`config.mk`:
```
export PLATFORM = sky130hd
export DESIGN_NAME = seven_bit_frame_field_unpacker
export DESIGN_NICKNAME = d
export VERILOG_FILES = /design/src/rtl/core/sbfu_pkg.sv /design/src/rtl/core/seven_bit_frame_field_unpacker.sv /design/src/rtl/core/sbfu_front.sv /design/src/rtl/core/sbfu_queue.sv /design/src/rtl/core/sbfu_back.sv
export SDC_FILE = /design/constraint.sdc
export NUM_CORES = 2
export LEC_CHECK = 0
export BUFFER_PORTS_ARGS = -buffer_cell sky130_fd_sc_hd__buf_2
export CAP_MARGIN = 20
export CORE_ASPECT_RATIO = 1.25
export CORE_MARGIN = 5
export CORE_UTILIZATION = 35
export CTS_CLUSTER_SIZE = 8
export DETAILED_ROUTE_END_ITERATION = 6
export PLACE_DENSITY_LB_ADDON = 0.05
export SYNTH_ARGS = -nofsm -noshare
export SYNTH_HDL_FRONTEND = slang
export SYNTH_HIERARCHICAL = 1
export SYNTH_SLANG_ARGS = --single-unit
```
`constraint.sdc`:
```
create_clock -name clk -period 39.8 [get_ports clk]
set_input_delay 0 -clock clk [delete_from_list [all_inputs] [get_ports clk]]
set_output_delay 0 -clock clk [all_outputs]
set_load 0.02 [all_outputs]
```
`src/rtl/core/sbfu_pkg.sv`:
```
// ----------------------------------------------------------------------------
// Seven-bit frame unpacker package
// Shared constants, codes and the job record passed from front to back.
// ----------------------------------------------------------------------------
package sbfu_pkg;

  localparam int FIELDS     = 8;
  localparam int PORTS      = 16;
  localparam int MAX_FRAME  = 128;
  localparam int VAL_W      = 32;
  localparam int FIDX_W     = (FIELDS > 1) ? $clog2(FIELDS) : 1;
  localparam int PORT_W     = 4;
  localparam int POS_W      = 11;

  localparam logic [1:0] KIND_REG  = 2'b11;
  localparam logic [1:0] KIND_DATA = 2'b10;

  typedef enum logic [2:0] {
    ST_FIELD      = 3'd0,
    ST_REGISTERED = 3'd1,
    ST_OVERFLOW   = 3'd2,
    ST_LEN_ERR    = 3'd3,
    ST_SUM_ERR    = 3'd4,
    ST_UNKNOWN    = 3'd5
  } status_t;

  typedef enum logic {
    PH_HUNT = 1'b0,
    PH_BODY = 1'b1
  } phase_t;

  typedef struct packed {
    status_t                        status;
    logic [PORT_W-1:0]              port;
    logic [FIELDS-1:0][VAL_W-1:0]   vals;
    logic [FIELDS-1:0][6:0]         cnts;
    logic [FIELDS-1:0][6:0]         lens;
    logic [FIELDS-1:0][6:0]         types;
  } job_t;

endpackage

```
`src/rtl/core/seven_bit_frame_field_unpacker.sv`:
```
// A received byte is taken back to back, while the job queue has room.
// A result-producing byte's job goes through the queue, then the output register.
// A good data frame tail yields eight beats, one per cycle while popped.
// Reset clears all control state; the port tables read as zero until written.
// ----------------------------------------------------------------------------
// Seven-bit frame field unpacker
// Top level: byte queue interface, configuration port, front, queue and back.
// ----------------------------------------------------------------------------
module seven_bit_frame_field_unpacker
  import sbfu_pkg::*;
(
  input  logic        clk,
  input  logic        rst_n,
  input  logic        push,
  output logic        full,
  input  logic [7:0]  in_rx_byte,
  output logic        empty,
  input  logic        pop,
  output logic [2:0]  out_status,
  output logic [3:0]  out_port_id,
  output logic [2:0]  out_field_index,
  output logic [6:0]  out_field_type,
  output logic [31:0] out_field_value,
  output logic        out_last,
  input  logic        psel,
  input  logic        penable,
  input  logic        pwrite,
  input  logic [2:0]  paddr,
  input  logic [31:0] pwdata,
  output logic [31:0] prdata,
  output logic        pready
);

  logic [6:0] signed_code_r;
  logic       q_full, q_empty, job_valid, job_pop;
  job_t       front_job, head_job;

  assign pready = 1'b1;
  assign prdata = (paddr[2] == 1'b0) ? {25'b0, signed_code_r} : '0;

  always_ff @(posedge clk) begin
    if (!rst_n) begin
      signed_code_r <= 7'd3;
    end else if (psel && penable && pwrite && paddr[2] == 1'b0) begin
      signed_code_r <= pwdata[6:0];
    end
  end

  assign full = q_full;

  sbfu_front u_front (
    .clk       (clk),
    .rst_n     (rst_n),
    .byte_valid(push && !q_full),
    .rx_byte   (in_rx_byte),
    .job_valid (job_valid),
    .job       (front_job)
  );

  sbfu_queue u_queue (
    .clk    (clk),
    .rst_n  (rst_n),
    .wr_en  (job_valid),
    .wr_job (front_job),
    .rd_en  (job_pop),
    .rd_job (head_job),
    .q_full (q_full),
    .q_empty(q_empty)
  );

  sbfu_back u_back (
    .clk        (clk),
    .rst_n      (rst_n),
    .job_valid  (!q_empty),
    .job        (head_job),
    .signed_code(signed_code_r),
    .job_pop    (job_pop),
    .pop        (pop),
    .empty      (empty),
    .status     (out_status),
    .port_id    (out_port_id),
    .field_index(out_field_index),
    .field_type (out_field_type),
    .field_value(out_field_value),
    .last       (out_last)
  );

endmodule

```
`src/rtl/core/sbfu_front.sv`:
```
// ----------------------------------------------------------------------------
// Frame parser front end
// Hunts for frames, checks length and checksum, unpacks payload bits into
// staged fields, keeps the per-port field tables and issues one job per
// result-producing byte.
// ----------------------------------------------------------------------------
module sbfu_front
  import sbfu_pkg::*;
(
  input  logic       clk,
  input  logic       rst_n,
  input  logic       byte_valid,
  input  logic [7:0] rx_byte,
  output logic       job_valid,
  output job_t       job
);

  phase_t                       phase_r, phase_nxt;
  logic [1:0]                   kind_r, kind_nxt;
  logic [PORT_W-1:0]            port_r, port_nxt;
  logic [6:0]                   bcnt_r, bcnt_nxt;
  logic [20:0]                  sum_r, sum_nxt;
  logic [2:0][6:0]              hb_r, hb_nxt;
  logic [1:0]                   hfill_r, hfill_nxt;
  logic [6:0]                   ppos_r, ppos_nxt;
  logic [9:0]                   bpos_r, bpos_nxt;
  logic [FIELDS-1:0][VAL_W-1:0] sv_r, sv_nxt, sv_unp;
  logic [FIELDS-1:0][6:0]       sc_r, sc_nxt, sc_unp;
  logic [FIELDS-1:0][13:0]      sp_r, sp_nxt;

  logic [FIELDS-1:0][6:0]       type_tab_r [PORTS];
  logic [FIELDS-1:0][6:0]       len_tab_r  [PORTS];
  logic [PORTS-1:0]             rowv_r;
  logic [FIELDS-1:0][6:0]       row_len, row_type, new_len, new_type;
  logic                         tab_we;
  logic [FIELDS-1:0][POS_W-1:0] start_r, end_r, start_nxt, end_nxt;

  always_comb begin
    row_len  = rowv_r[port_r] ? len_tab_r[port_r]  : '0;
    row_type = rowv_r[port_r] ? type_tab_r[port_r] : '0;
  end

  always_comb begin
    logic [POS_W-1:0] acc;
    acc = '0;
    for (int i = 0; i < FIELDS; i++) begin
      start_nxt[i] = acc;
      acc          = acc + POS_W'(row_len[i]);
      end_nxt[i]   = acc;
    end
  end

  always_comb begin
    logic [POS_W-1:0] bp, bp7, lo, hi;
    logic [2:0]       n, off;
    logic [6:0]       tmp, sub;
    logic [7:0]       csum;
    bp  = POS_W'(bpos_r);
    bp7 = bp + POS_W'(7);
    for (int i = 0; i < FIELDS; i++) begin
      lo   = (start_r[i] > bp) ? start_r[i] : bp;
      hi   = (end_r[i] < bp7) ? end_r[i] : bp7;
      n    = (hi > lo) ? 3'(hi - lo) : 3'd0;
      off  = 3'(lo - bp);
      tmp  = 7'(hb_r[0] << off);
      sub  = tmp >> (3'd7 - n);
      sv_unp[i] = (n == 3'd0) ? sv_r[i] : (VAL_W'(sv_r[i] << n) | VAL_W'(sub));
      csum = {1'b0, sc_r[i]} + {5'b0, n};
      sc_unp[i] = csum[7] ? 7'd127 : csum[6:0];
    end
  end

  always_comb begin
    logic [7:0]              flen;
    logic [20:0]             csum;
    logic [5:0]              pi;
    logic [FIDX_W-1:0]       pidx;
    phase_nxt = phase_r;
    kind_nxt  = kind_r;
    port_nxt  = port_r;
    bcnt_nxt  = bcnt_r;
    sum_nxt   = sum_r;
    hb_nxt    = hb_r;
    hfill_nxt = hfill_r;
    ppos_nxt  = ppos_r;
    bpos_nxt  = bpos_r;
    sv_nxt    = sv_r;
    sc_nxt    = sc_r;
    sp_nxt    = sp_r;
    job_valid = 1'b0;
    job       = '0;
    job.port  = port_r;
    tab_we    = 1'b0;
    flen      = {1'b0, bcnt_r} + 8'd1;
    csum      = {hb_r[0], hb_r[1], hb_r[2]};
    pi        = ppos_r[6:1];
    pidx      = FIDX_W'(pi);
    for (int i = 0; i < FIELDS; i++) begin
      new_type[i] = ({1'b0, ppos_r} >= 8'(2 * i + 1)) ? sp_r[i][13:7] : row_type[i];
      new_len[i]  = ({1'b0, ppos_r} >= 8'(2 * i + 2)) ? sp_r[i][6:0]  : row_len[i];
    end
    if (byte_valid) begin
      if (phase_r == PH_HUNT) begin
        if (rx_byte[7]) begin
          phase_nxt = PH_BODY;
          kind_nxt  = rx_byte[7:6];
          port_nxt  = rx_byte[3:0];
          bcnt_nxt  = 7'd1;
          sum_nxt   = '0;
          hb_nxt    = '0;
          hfill_nxt = '0;
          ppos_nxt  = '0;
          bpos_nxt  = '0;
          sv_nxt    = '0;
          sc_nxt    = '0;
          sp_nxt    = '0;
        end
      end else if (rx_byte[7]) begin
        phase_nxt = PH_HUNT;
        job_valid = 1'b1;
        priority if (flen < 8'd5) begin
          job.status = ST_LEN_ERR;
        end else if (csum != sum_r) begin
          job.status = ST_SUM_ERR;
        end else if (rx_byte[6:0] != flen[6:0]) begin
          job.status = ST_LEN_ERR;
        end else if (kind_r == KIND_REG) begin
          job.status = ST_REGISTERED;
          tab_we     = 1'b1;
        end else begin
          job.status = ST_FIELD;
          job.vals   = sv_r;
          job.cnts   = sc_r;
          job.lens   = row_len;
          job.types  = row_type;
        end
      end else if (32'(bcnt_r) + 32'd3 > 32'(MAX_FRAME)) begin
        phase_nxt  = PH_HUNT;
        job_valid  = 1'b1;
        job.status = ST_OVERFLOW;
      end else begin
        bcnt_nxt = bcnt_r + 7'd1;
        if (hfill_r == 2'd3) begin
          sum_nxt   = sum_r + 21'(hb_r[0]);
          hb_nxt[0] = hb_r[1];
          hb_nxt[1] = hb_r[2];
          hb_nxt[2] = rx_byte[6:0];
          if (ppos_r != 7'd127) begin
            ppos_nxt = ppos_r + 7'd1;
          end
          if (kind_r == KIND_REG) begin
            if (32'(pi) < FIELDS) begin
              if (!ppos_r[0]) begin
                sp_nxt[pidx][13:7] = hb_r[0];
              end else begin
                sp_nxt[pidx][6:0] = hb_r[0];
              end
            end
          end else if (kind_r == KIND_DATA) begin
            sv_nxt   = sv_unp;
            sc_nxt   = sc_unp;
            bpos_nxt = (bpos_r > 10'd1016) ? 10'd1023 : bpos_r + 10'd7;
          end
        end else begin
          hb_nxt[hfill_r] = rx_byte[6:0];
          hfill_nxt       = hfill_r + 2'd1;
        end
      end
    end
  end

  always_ff @(posedge clk) begin
    if (!rst_n) begin
      phase_r <= PH_HUNT;
      kind_r  <= '0;
      port_r  <= '0;
      bcnt_r  <= '0;
      sum_r   <= '0;
      hb_r    <= '0;
      hfill_r <= '0;
      ppos_r  <= '0;
      bpos_r  <= '0;
      sv_r    <= '0;
      sc_r    <= '0;
      sp_r    <= '0;
      rowv_r  <= '0;
    end else begin
      phase_r <= phase_nxt;
      kind_r  <= kind_nxt;
      port_r  <= port_nxt;
      bcnt_r  <= bcnt_nxt;
      sum_r   <= sum_nxt;
      hb_r    <= hb_nxt;
      hfill_r <= hfill_nxt;
      ppos_r  <= ppos_nxt;
      bpos_r  <= bpos_nxt;
      sv_r    <= sv_nxt;
      sc_r    <= sc_nxt;
      sp_r    <= sp_nxt;
      if (tab_we) begin
        rowv_r[port_r] <= 1'b1;
      end
    end
  end

  always_ff @(posedge clk) begin
    start_r <= start_nxt;
    end_r   <= end_nxt;
    if (tab_we) begin
      type_tab_r[port_r] <= new_type;
      len_tab_r[port_r]  <= new_len;
    end
  end

endmodule

```
`src/rtl/core/sbfu_queue.sv`:
```
// ----------------------------------------------------------------------------
// Job queue
// Two-entry queue that decouples the frame parser from the result emitter.
// ----------------------------------------------------------------------------
module sbfu_queue
  import sbfu_pkg::*;
(
  input  logic clk,
  input  logic rst_n,
  input  logic wr_en,
  input  job_t wr_job,
  input  logic rd_en,
  output job_t rd_job,
  output logic q_full,
  output logic q_empty
);

  job_t       mem_r [2];
  logic       wp_r, rp_r;
  logic [1:0] cnt_r;

  assign q_full  = (cnt_r == 2'd2);
  assign q_empty = (cnt_r == 2'd0);
  assign rd_job  = mem_r[rp_r];

  always_ff @(posedge clk) begin
    if (!rst_n) begin
      wp_r  <= 1'b0;
      rp_r  <= 1'b0;
      cnt_r <= '0;
    end else begin
      if (wr_en) begin
        wp_r <= ~wp_r;
      end
      if (rd_en) begin
        rp_r <= ~rp_r;
      end
      cnt_r <= cnt_r + {1'b0, wr_en} - {1'b0, rd_en};
    end
  end

  always_ff @(posedge clk) begin
    if (wr_en) begin
      mem_r[wp_r] <= wr_job;
    end
  end

endmodule

```
`src/rtl/core/sbfu_back.sv`:
```
// ----------------------------------------------------------------------------
// Result emitter
// Expands each job into result beats, pads short fields and sign-extends
// signed fields, one beat per cycle into the output register while it is empty or popped.
// ----------------------------------------------------------------------------
module sbfu_back
  import sbfu_pkg::*;
(
  input  logic        clk,
  input  logic        rst_n,
  input  logic        job_valid,
  input  job_t        job,
  input  logic [6:0]  signed_code,
  output logic        job_pop,
  input  logic        pop,
  output logic        empty,
  output logic [2:0]  status,
  output logic [3:0]  port_id,
  output logic [2:0]  field_index,
  output logic [6:0]  field_type,
  output logic [31:0] field_value,
  output logic        last
);

  logic              ov_r, ov_nxt;
  logic [FIDX_W-1:0] k_r, k_nxt;
  logic [2:0]        st_r, st_nxt;
  logic [3:0]        port_r, port_nxt;
  logic [2:0]        idx_r, idx_nxt;
  logic [6:0]        ty_r, ty_nxt;
  logic [31:0]       val_r, val_nxt;
  logic              last_r, last_nxt;

  always_comb begin
    logic [6:0]  flen, cnt;
    logic [31:0] v;
    logic        adv;
    ov_nxt   = ov_r;
    k_nxt    = k_r;
    st_nxt   = st_r;
    port_nxt = port_r;
    idx_nxt  = idx_r;
    ty_nxt   = ty_r;
    val_nxt  = val_r;
    last_nxt = last_r;
    job_pop  = 1'b0;
    flen     = job.lens[k_r];
    cnt      = job.cnts[k_r];
    v        = job.vals[k_r];
    if (cnt < flen) begin
      v = v << (flen - cnt);
    end
    if (job.types[k_r] == signed_code && flen != 7'd0 && flen < 7'(VAL_W)) begin
      if (v[5'(flen - 7'd1)]) begin
        v = v | ~((32'd1 << flen) - 32'd1);
      end
    end
    adv = !ov_r || pop;
    if (adv) begin
      ov_nxt = 1'b0;
      if (job_valid) begin
        ov_nxt   = 1'b1;
        st_nxt   = job.status;
        port_nxt = job.port;
        if (job.status != ST_FIELD) begin
          idx_nxt  = '0;
          ty_nxt   = '0;
          val_nxt  = '0;
          last_nxt = 1'b1;
          job_pop  = 1'b1;
          k_nxt    = '0;
        end else begin
          idx_nxt  = 3'(k_r);
          ty_nxt   = job.types[k_r];
          val_nxt  = v;
          last_nxt = (32'(k_r) == FIELDS - 1);
          job_pop  = last_nxt;
          k_nxt    = last_nxt ? '0 : k_r + FIDX_W'(1);
        end
      end
    end
  end

  always_ff @(posedge clk) begin
    if (!rst_n) begin
      ov_r <= 1'b0;
      k_r  <= '0;
    end else begin
      ov_r <= ov_nxt;
      k_r  <= k_nxt;
    end
  end

  always_ff @(posedge clk) begin
    st_r   <= st_nxt;
    port_r <= port_nxt;
    idx_r  <= idx_nxt;
    ty_r   <= ty_nxt;
    val_r  <= val_nxt;
    last_r <= last_nxt;
  end

  assign empty       = ~ov_r;
  assign status      = st_r;
  assign port_id     = port_r;
  assign field_index = idx_r;
  assign field_type  = ty_r;
  assign field_value = val_r;
  assign last        = last_r;

endmodule
```
# After elaboration in Yosys (flattened, before gate mapping)
# Memories as Yosys holds them, arrays and structs flattened. A register that Yosys moved wholly into a read port is not among the register bits.
# Cells that the tools add are included.
[classes]
shift = 26
n_reduce_logical = 45
n_eq_ne = 21
n_mul = 0
n_addsub = 53
mux = 185
bitwise_logic = 17
div = 0
order_cmp = 54
[op_table]
columns = ["op", "n"]
rows = [
  ["two-way mux 424 bit", 7],
  ["two-way mux 256 bit", 7],
  ["two-way mux 112 bit", 8],
  ["two-way mux 56 bit", 9],
  ["two-way mux 32 bit", 12],
  ["two-way mux 7 bit", 40],
  ["OR 32 x 7 -> 32 bit", 8],
  ["left shift 32 x 3 -> 32 bit", 8],
  ["bitwise mux 112 bit", 2],
  ["two-way mux 21 bit", 9],
  ["two-way mux 11 bit", 14],
  ["two-way mux 10 bit", 10],
  ["binary-select mux 32 bit (select 3 bit)", 1],
  ["greater-than comparator 11 x 10 -> 1 bit", 8],
  ["demux 14 bit (select 3 bit)", 2],
  ["< comparator 11 bit", 7],
  ["adder 11 x 7 -> 11 bit", 6],
  ["greater-than comparator 11 bit", 6],
  ["adder 7 x 3 -> 8 bit", 8],
  ["AND reduction 8 bit", 8],
  ["binary-select mux 7 bit (select 3 bit)", 3],
  ["greater-or-equal comparator 7 x 4 -> 1 bit (second input constant)", 8],
  ["left shift 7 x 3 -> 7 bit", 8],
  [">> shifter 7 x 3 -> 7 bit", 8],
  ["73 further kinds", 194],
]
[word_totals]
word_cells = 460
memories = 3
ff_bits = 664
latchBits = 0
mem_bits_ro = 0
mem_bits_rw = 2654
[memory_table]
columns = ["memory", "depth", "width", "rd", "rd_clocked_by_memory_dff", "write_ports", "line_no", "source"]
rows = [
  ["u_front.len_tab_r", 16, 56, 1, 1, 1, "sbfu_front.sv:32", "logic [FIELDS-1:0][6:0] len_tab_r [PORTS];"],
  ["u_front.type_tab_r", 16, 56, 1, 1, 1, "sbfu_front.sv:31", "logic [FIELDS-1:0][6:0] type_tab_r [PORTS];"],
  ["u_queue.mem_r", 2, 431, 1, 1, 1, "sbfu_queue.sv:18", "job_t mem_r [2];"],
]

# Longest topological paths before layout
[logic_depth]
ltp_word = 15
mapped_depth = 40

# Hierarchy
# Netlist, hierarchy kept.
[by_module_without_submodules]
columns = ["module", "area_per_inst_um2", "n_inst", "cells_per_inst"]
rows = [
  ["sbfu_front", 114063.1, 1, 8661],
  ["sbfu_queue", 33119.3, 1, 1362],
  ["sbfu_back", 9497.9, 1, 1114],
  ["seven_bit_frame_field_unpacker", 571.8, 1, 68],
]

# Worst setup path after synthesis
# OpenSTA, ideal clock, no wires.
[synth_path]
path_kind = "flip-flop to flip-flop"
start = "register u_front.bcnt_r[1]"
end = "register u_queue.wp_r"
required_ns = 39.653
synth_period_minus_slack_ns = 21.653
t_arrival_ns = 21.506
n_path_buf = 0
stages_incl_launch_ff = 10
path_slack_ns = 18.147
cell_sequence = "dfxtp_1 > inv_1 > ha_1 > nand2b_1 > o2111ai_1 > nor2_1 > nor2_1 > nor2_1 > nor2b_1 > o21a_1"
[synth_between]
elab_chain_cells = 6
[synth_rtl]
columns = ["element", "line_no", "source"]
rows = [
  ["start, declared", "sbfu_front.sv:21", "logic [6:0] bcnt_r, bcnt_nxt;"],
  ["start signal, assigned", "sbfu_front.sv:191", "bcnt_r <= bcnt_nxt;"],
  ["adder 7 x 2 -> 8 bit", "sbfu_front.sv:137", "end else if (32'(bcnt_r) + 32'd3 > 32'(MAX_FRAME)) begin"],
  ["greater-than comparator 32 x 8 -> 1 bit", "sbfu_front.sv:137", ""],
  ["two-way mux 1 bit", "sbfu_front.sv:137", ""],
  ["two-way mux 1 bit", "sbfu_front.sv:118", "end else if (rx_byte[7]) begin"],
  ["two-way mux 1 bit", "sbfu_front.sv:103", "if (phase_r == PH_HUNT) begin"],
  ["two-way mux 1 bit", "sbfu_front.sv:102", "if (byte_valid) begin"],
  ["via job_valid", "seven_bit_frame_field_unpacker.sv:35", "logic q_full, q_empty, job_valid, job_pop;"],
  ["end signal, assigned", "sbfu_queue.sv:33", "wp_r <= ~wp_r;"],
  ["end, declared", "sbfu_queue.sv:19", "logic wp_r, rp_r;"],
]
# The timed path passes the listed nets, and every way through them passes these cells.
# A chain may end at the register's enable or synchronous reset.

==> results.py <==
metrics = {
    "pwr": {
        "internal_power_mw": 7.28,
        "powerDensity_mw_per_mm2": 62.8,
        "clkPwrFrac_pct": 32.6,
        "leakagePower_nw": 61.2,
        "swShare_pct": 35.2,
        "switchingPower_mw": 3.96,
        "power_frac_seq_pct": 34.2,
        "p_total_mw": 11.2,
        "comb_power_share_pct": 33.1,
        "vdd.ir_drop.worst_mv": 0.0806,
    },
    "worst_setup_path": {
        "critPathSlowestCell": "nor2_1",
        "cp-start-kind": "flop",
        "critPathCaptureType": "flop",
        "crit_type": "flop to flop",
        "worst_ep_required_time_ns": 40.58,
        "crit_path_end": "u_back/field_value[14]",
        "regToRegSetupSlack_ns": 29.26,
        "cpMostUsedCell": "buf_4",
        "worst-r2r-cell-count": 24,
        "cpPeakStageDelay_ns": 0.78,
        "cp.arrival_ns": 11.33,
        "cp_cell_sequence": "buf_4, buf_4, buf_4, buf_4, buf_4, mux2_4, mux4_2, mux2_2, ha_1, inv_1, fa_2, a211oi_1, o211ai_1, nand3_1, nor2_1, nand2_1, o211ai_1, nor4_1, a311oi_1, nand4_1, a21oi_2, buf_4, o221ai_1, a31oi_1",
        "cp_top_family": "buffers and inverters",
        "critical_path.max_fanout": 39,
        "r2r-end": "u_back/field_value[14]",
        "worst-path-stages": 24,
        "crit_buf_inv": 7,
    },
    "floorplan": {
        "io_pins": 135,
        "die-area_mm2": 0.463,
        "die_h_um": 759,
        "placementRows": 275,
        "start_util_pct": 35.1,
        "core_area_mm2": 0.448,
        "die_w_um": 610,
    },
    "clock_network": {
        "cts.sinks": 3317,
        "clock_latency_ns": 1.02,
        "cts_setup_buffers": 0,
        "htree_num_levels": 5,
        "clockRootBuffer": "clkbuf_16",
        "path_clk_slew_ns": 0.06,
        "cts_resized": 0,
        "cts_tree": "built",
        "cts_buffer_depth": 4,
        "cts_hold_buf": 47,
        "cts-buffers-inserted": 456,
    },
    "timing": {
        "setup_violations": 0,
        "finalSetupTns_ns": 0,
        "finalWorstSetupSlack_ns": 29.26,
        "hold-worst-slack_ns": 0.104,
        "slew_viol_final": 0,
        "max_slew_margin_pct": 27.1,
        "rsz0062_at_grt": "false",
        "hold_viol_final": 0,
        "fin_skew_ns": 0.0987,
        "tightest_slew_ns": 1.09,
        "max_freq_ghz": 0.0948,
        "final.period_utilization_pct": 26.5,
        "fin_crit_ns": 10.54,
    },
    "placement": {
        "place_ws_ns": 29.25,
        "finalWeightedCongestion": 0.901,
        "dp_hpwl_um": 348000,
        "place_inst": 16900,
        "placed_cell_area_mm2": 0.165,
        "io_buffers": 81,
    },
    "yosys": {
        "synthCells": 11200,
        "yosysSeqAreaShare_pct": 59.4,
        "synth_seq_cells": 3317,
        "synth_edf_count": 2704,
        "synth.avg_cell_area_um2": 14.0,
        "yosys_warnings": 6,
        "synth_ff_type": "edfxtp_1",
        "ys_types": 116,
        "async_flop_share_pct": 0,
        "netlist_area_mm2": 0.157,
    },
    "global_routing": {
        "grt-ovfl-total": 0,
        "antenna_found_initial": 13,
        "grt_pass1_wl_um": 759000,
        "grt_use_total_pct": 22.5,
        "grt_max_degree": 102,
        "grt_pass1_vias": 101000,
    },
    "cells_and_area": {
        "stdcell_count": 17800,
        "fin_nets": 11900,
        "design_area_mm2": 0.179,
        "syn2layout_area_growth_pct": 13.8,
        "fin_util_pct": 39.9,
        "drive_above_1_share_pct": 19.6,
    },
    "detailed_routing": {
        "firstDrtPassIters": 7,
        "route.met3.wl_um": 19800,
        "vias_per_cell": 5.49,
        "drtAntennaViolNets": 0,
        "routed-wl-met2_um": 278000,
        "avgRoutedWirePerCell_um": 30.1,
        "met1_length_um": 212000,
        "dr.first_iter.drc_count": 8099,
        "top_layer": "met5",
        "drc": 9,
        "vias": 97800,
        "wirelength_um": 537000,
    },
    "outcome": {
        "status": "finished with violations",
        "failed_checks": "design-rule violations",
    },
    "run": {
        "cap_violations": 0,
    },
    "hold_path": {
        "hold_path_class": "input pin to flop",
        "hp-start": "in_rx_byte[4]",
    },
}
Yosys cell counts (201+ instances only):
cell type  number  area share (%)
nand2_1       946             2.3
a21oi_1       451             1.4
dfxtp_1       613             7.8
edfxtp_1     2704              52
ha_1          337             2.7
mux2i_1       586             3.7
mux4_2        614             8.8
and2_1        423             1.7
o21ai_0       499             1.6
a22oi_1       201            0.96
clkbuf_1      506             1.2
mux2_4        390             3.7
nor2_1        631             1.5
registers in the layout (all words and copies together) (netlist names), 10 cells and up, named ones only:
signal,cells
u_back/field_value,32
u_front/bpos_r,10
u_front/end_r,78
u_front/hb_r,21
u_front/len_tab_r,896
u_front/rowv_r,16
u_front/sc_r,56
u_front/sp_r,112
u_front/sum_r,21
u_front/sv_r,256
u_front/type_tab_r,896
u_queue/mem_r,862
cell usage in the layout (no fill, tap or decap), types with 71 or more instances in the layout:
master	n
clkbuf_1	309
a22oi_1	201
inv_1	181
o21ai_0	468
nor3_1	80
nor2_1	614
clkbuf_16	464
nand2b_1	76
edfxtp_1	2704
ha_1	337
o21a_1	90
mux2_2	178
and2_1	420
xnor2_1	84
nand3_1	194
mux4_2	614
nand2_1	945
dfxtp_1	600
buf_2	82
a31oi_1	71
mux2_4	390
mux2i_1	577
xor2_1	73
a21o_1	86
a211oi_1	78
a21oi_1	449
buf_4	361
nor2b_1	106
cell families after synthesis:
kind of cell             synth area share (%)
AO/OA/AOI/OAI                            8.15
other                                 0.00955
AND/OR/NAND/NOR                          7.98
multiplexers                             17.6
XOR/XNOR                                0.999
buffers and inverters                    2.77
adder cells (fa/ha/maj)                  3.09
flip-flops                               59.4
layout make-up:
| type | count | area, um2 |
|---|---|---|
| inverters | 197 | 747 |
| flip-flops and latches | 3317 | 93500 |
| clock inverters | 25 | 495 |
| clock buffers | 775 | 12800 |
| well taps | 5955 | 7450 |
| repair buffers | 507 | 3880 |
| diodes | 25 | 62.6 |
| fillers | 41700 | 269000 |
| multi-input cells | 6997 | 60000 |
worst min path at each step:
stage	end	slack (ns)	cells past startpoint
floorplan	u_back/ov_r	0.12	1
global placement	signed_code_r[3]	0.26	3
detailed placement	signed_code_r[6]	0.27	3
CTS	u_front/hb_r[11]	0.006	5
global route	u_front/sc_r[31]	0.05	3
finish	u_front/hb_r[11]	0.10	5
layer usage:
| layer | track usage, % | vias up |
|---|---|---|
| met2 | 40.4 | 2626 |
| met4 | 10.0 | 2 |
| li1 | - | 43600 |
| met5 | 0 | - |
| met1 | 27.3 | 50700 |
| met3 | 2.30 | 825 |
worst register-to-register path, cell delays in order (launching register included):
cell and delay, ns:
dfxtp_4 0.54, buf_4 0.49, buf_4 0.52, buf_4 0.68, buf_4 0.77, buf_4 0.72
mux2_4 0.37, mux4_2 0.46, mux2_2 0.32, ha_1 0.24, inv_1 0.08, fa_2 0.27
a211oi_1 0.14, o211ai_1 0.25, nand3_1 0.65, nor2_1 0.79, nand2_1 0.57, o211ai_1 0.78
nor4_1 0.11, a311oi_1 0.29, nand4_1 0.16, a21oi_2 0.13, buf_4 0.35, o221ai_1 0.32
a31oi_1 0.33
power by group through the flow:
stage | Sequential (mW) | Combinational [mW] | Clock (mW)
2_1_floorplan | 3.92 | 2.52 | 0
3_3_place_gp | 3.92 | 3.72 | 0
3_5_place_dp | 3.92 | 3.72 | 0
4_1_cts | 3.85 | 3.74 | 3.78
5_1_grt | 3.85 | 3.95 | 3.93
6_report | 3.85 | 3.72 | 3.67
Power figures use the tool's default switching activity.
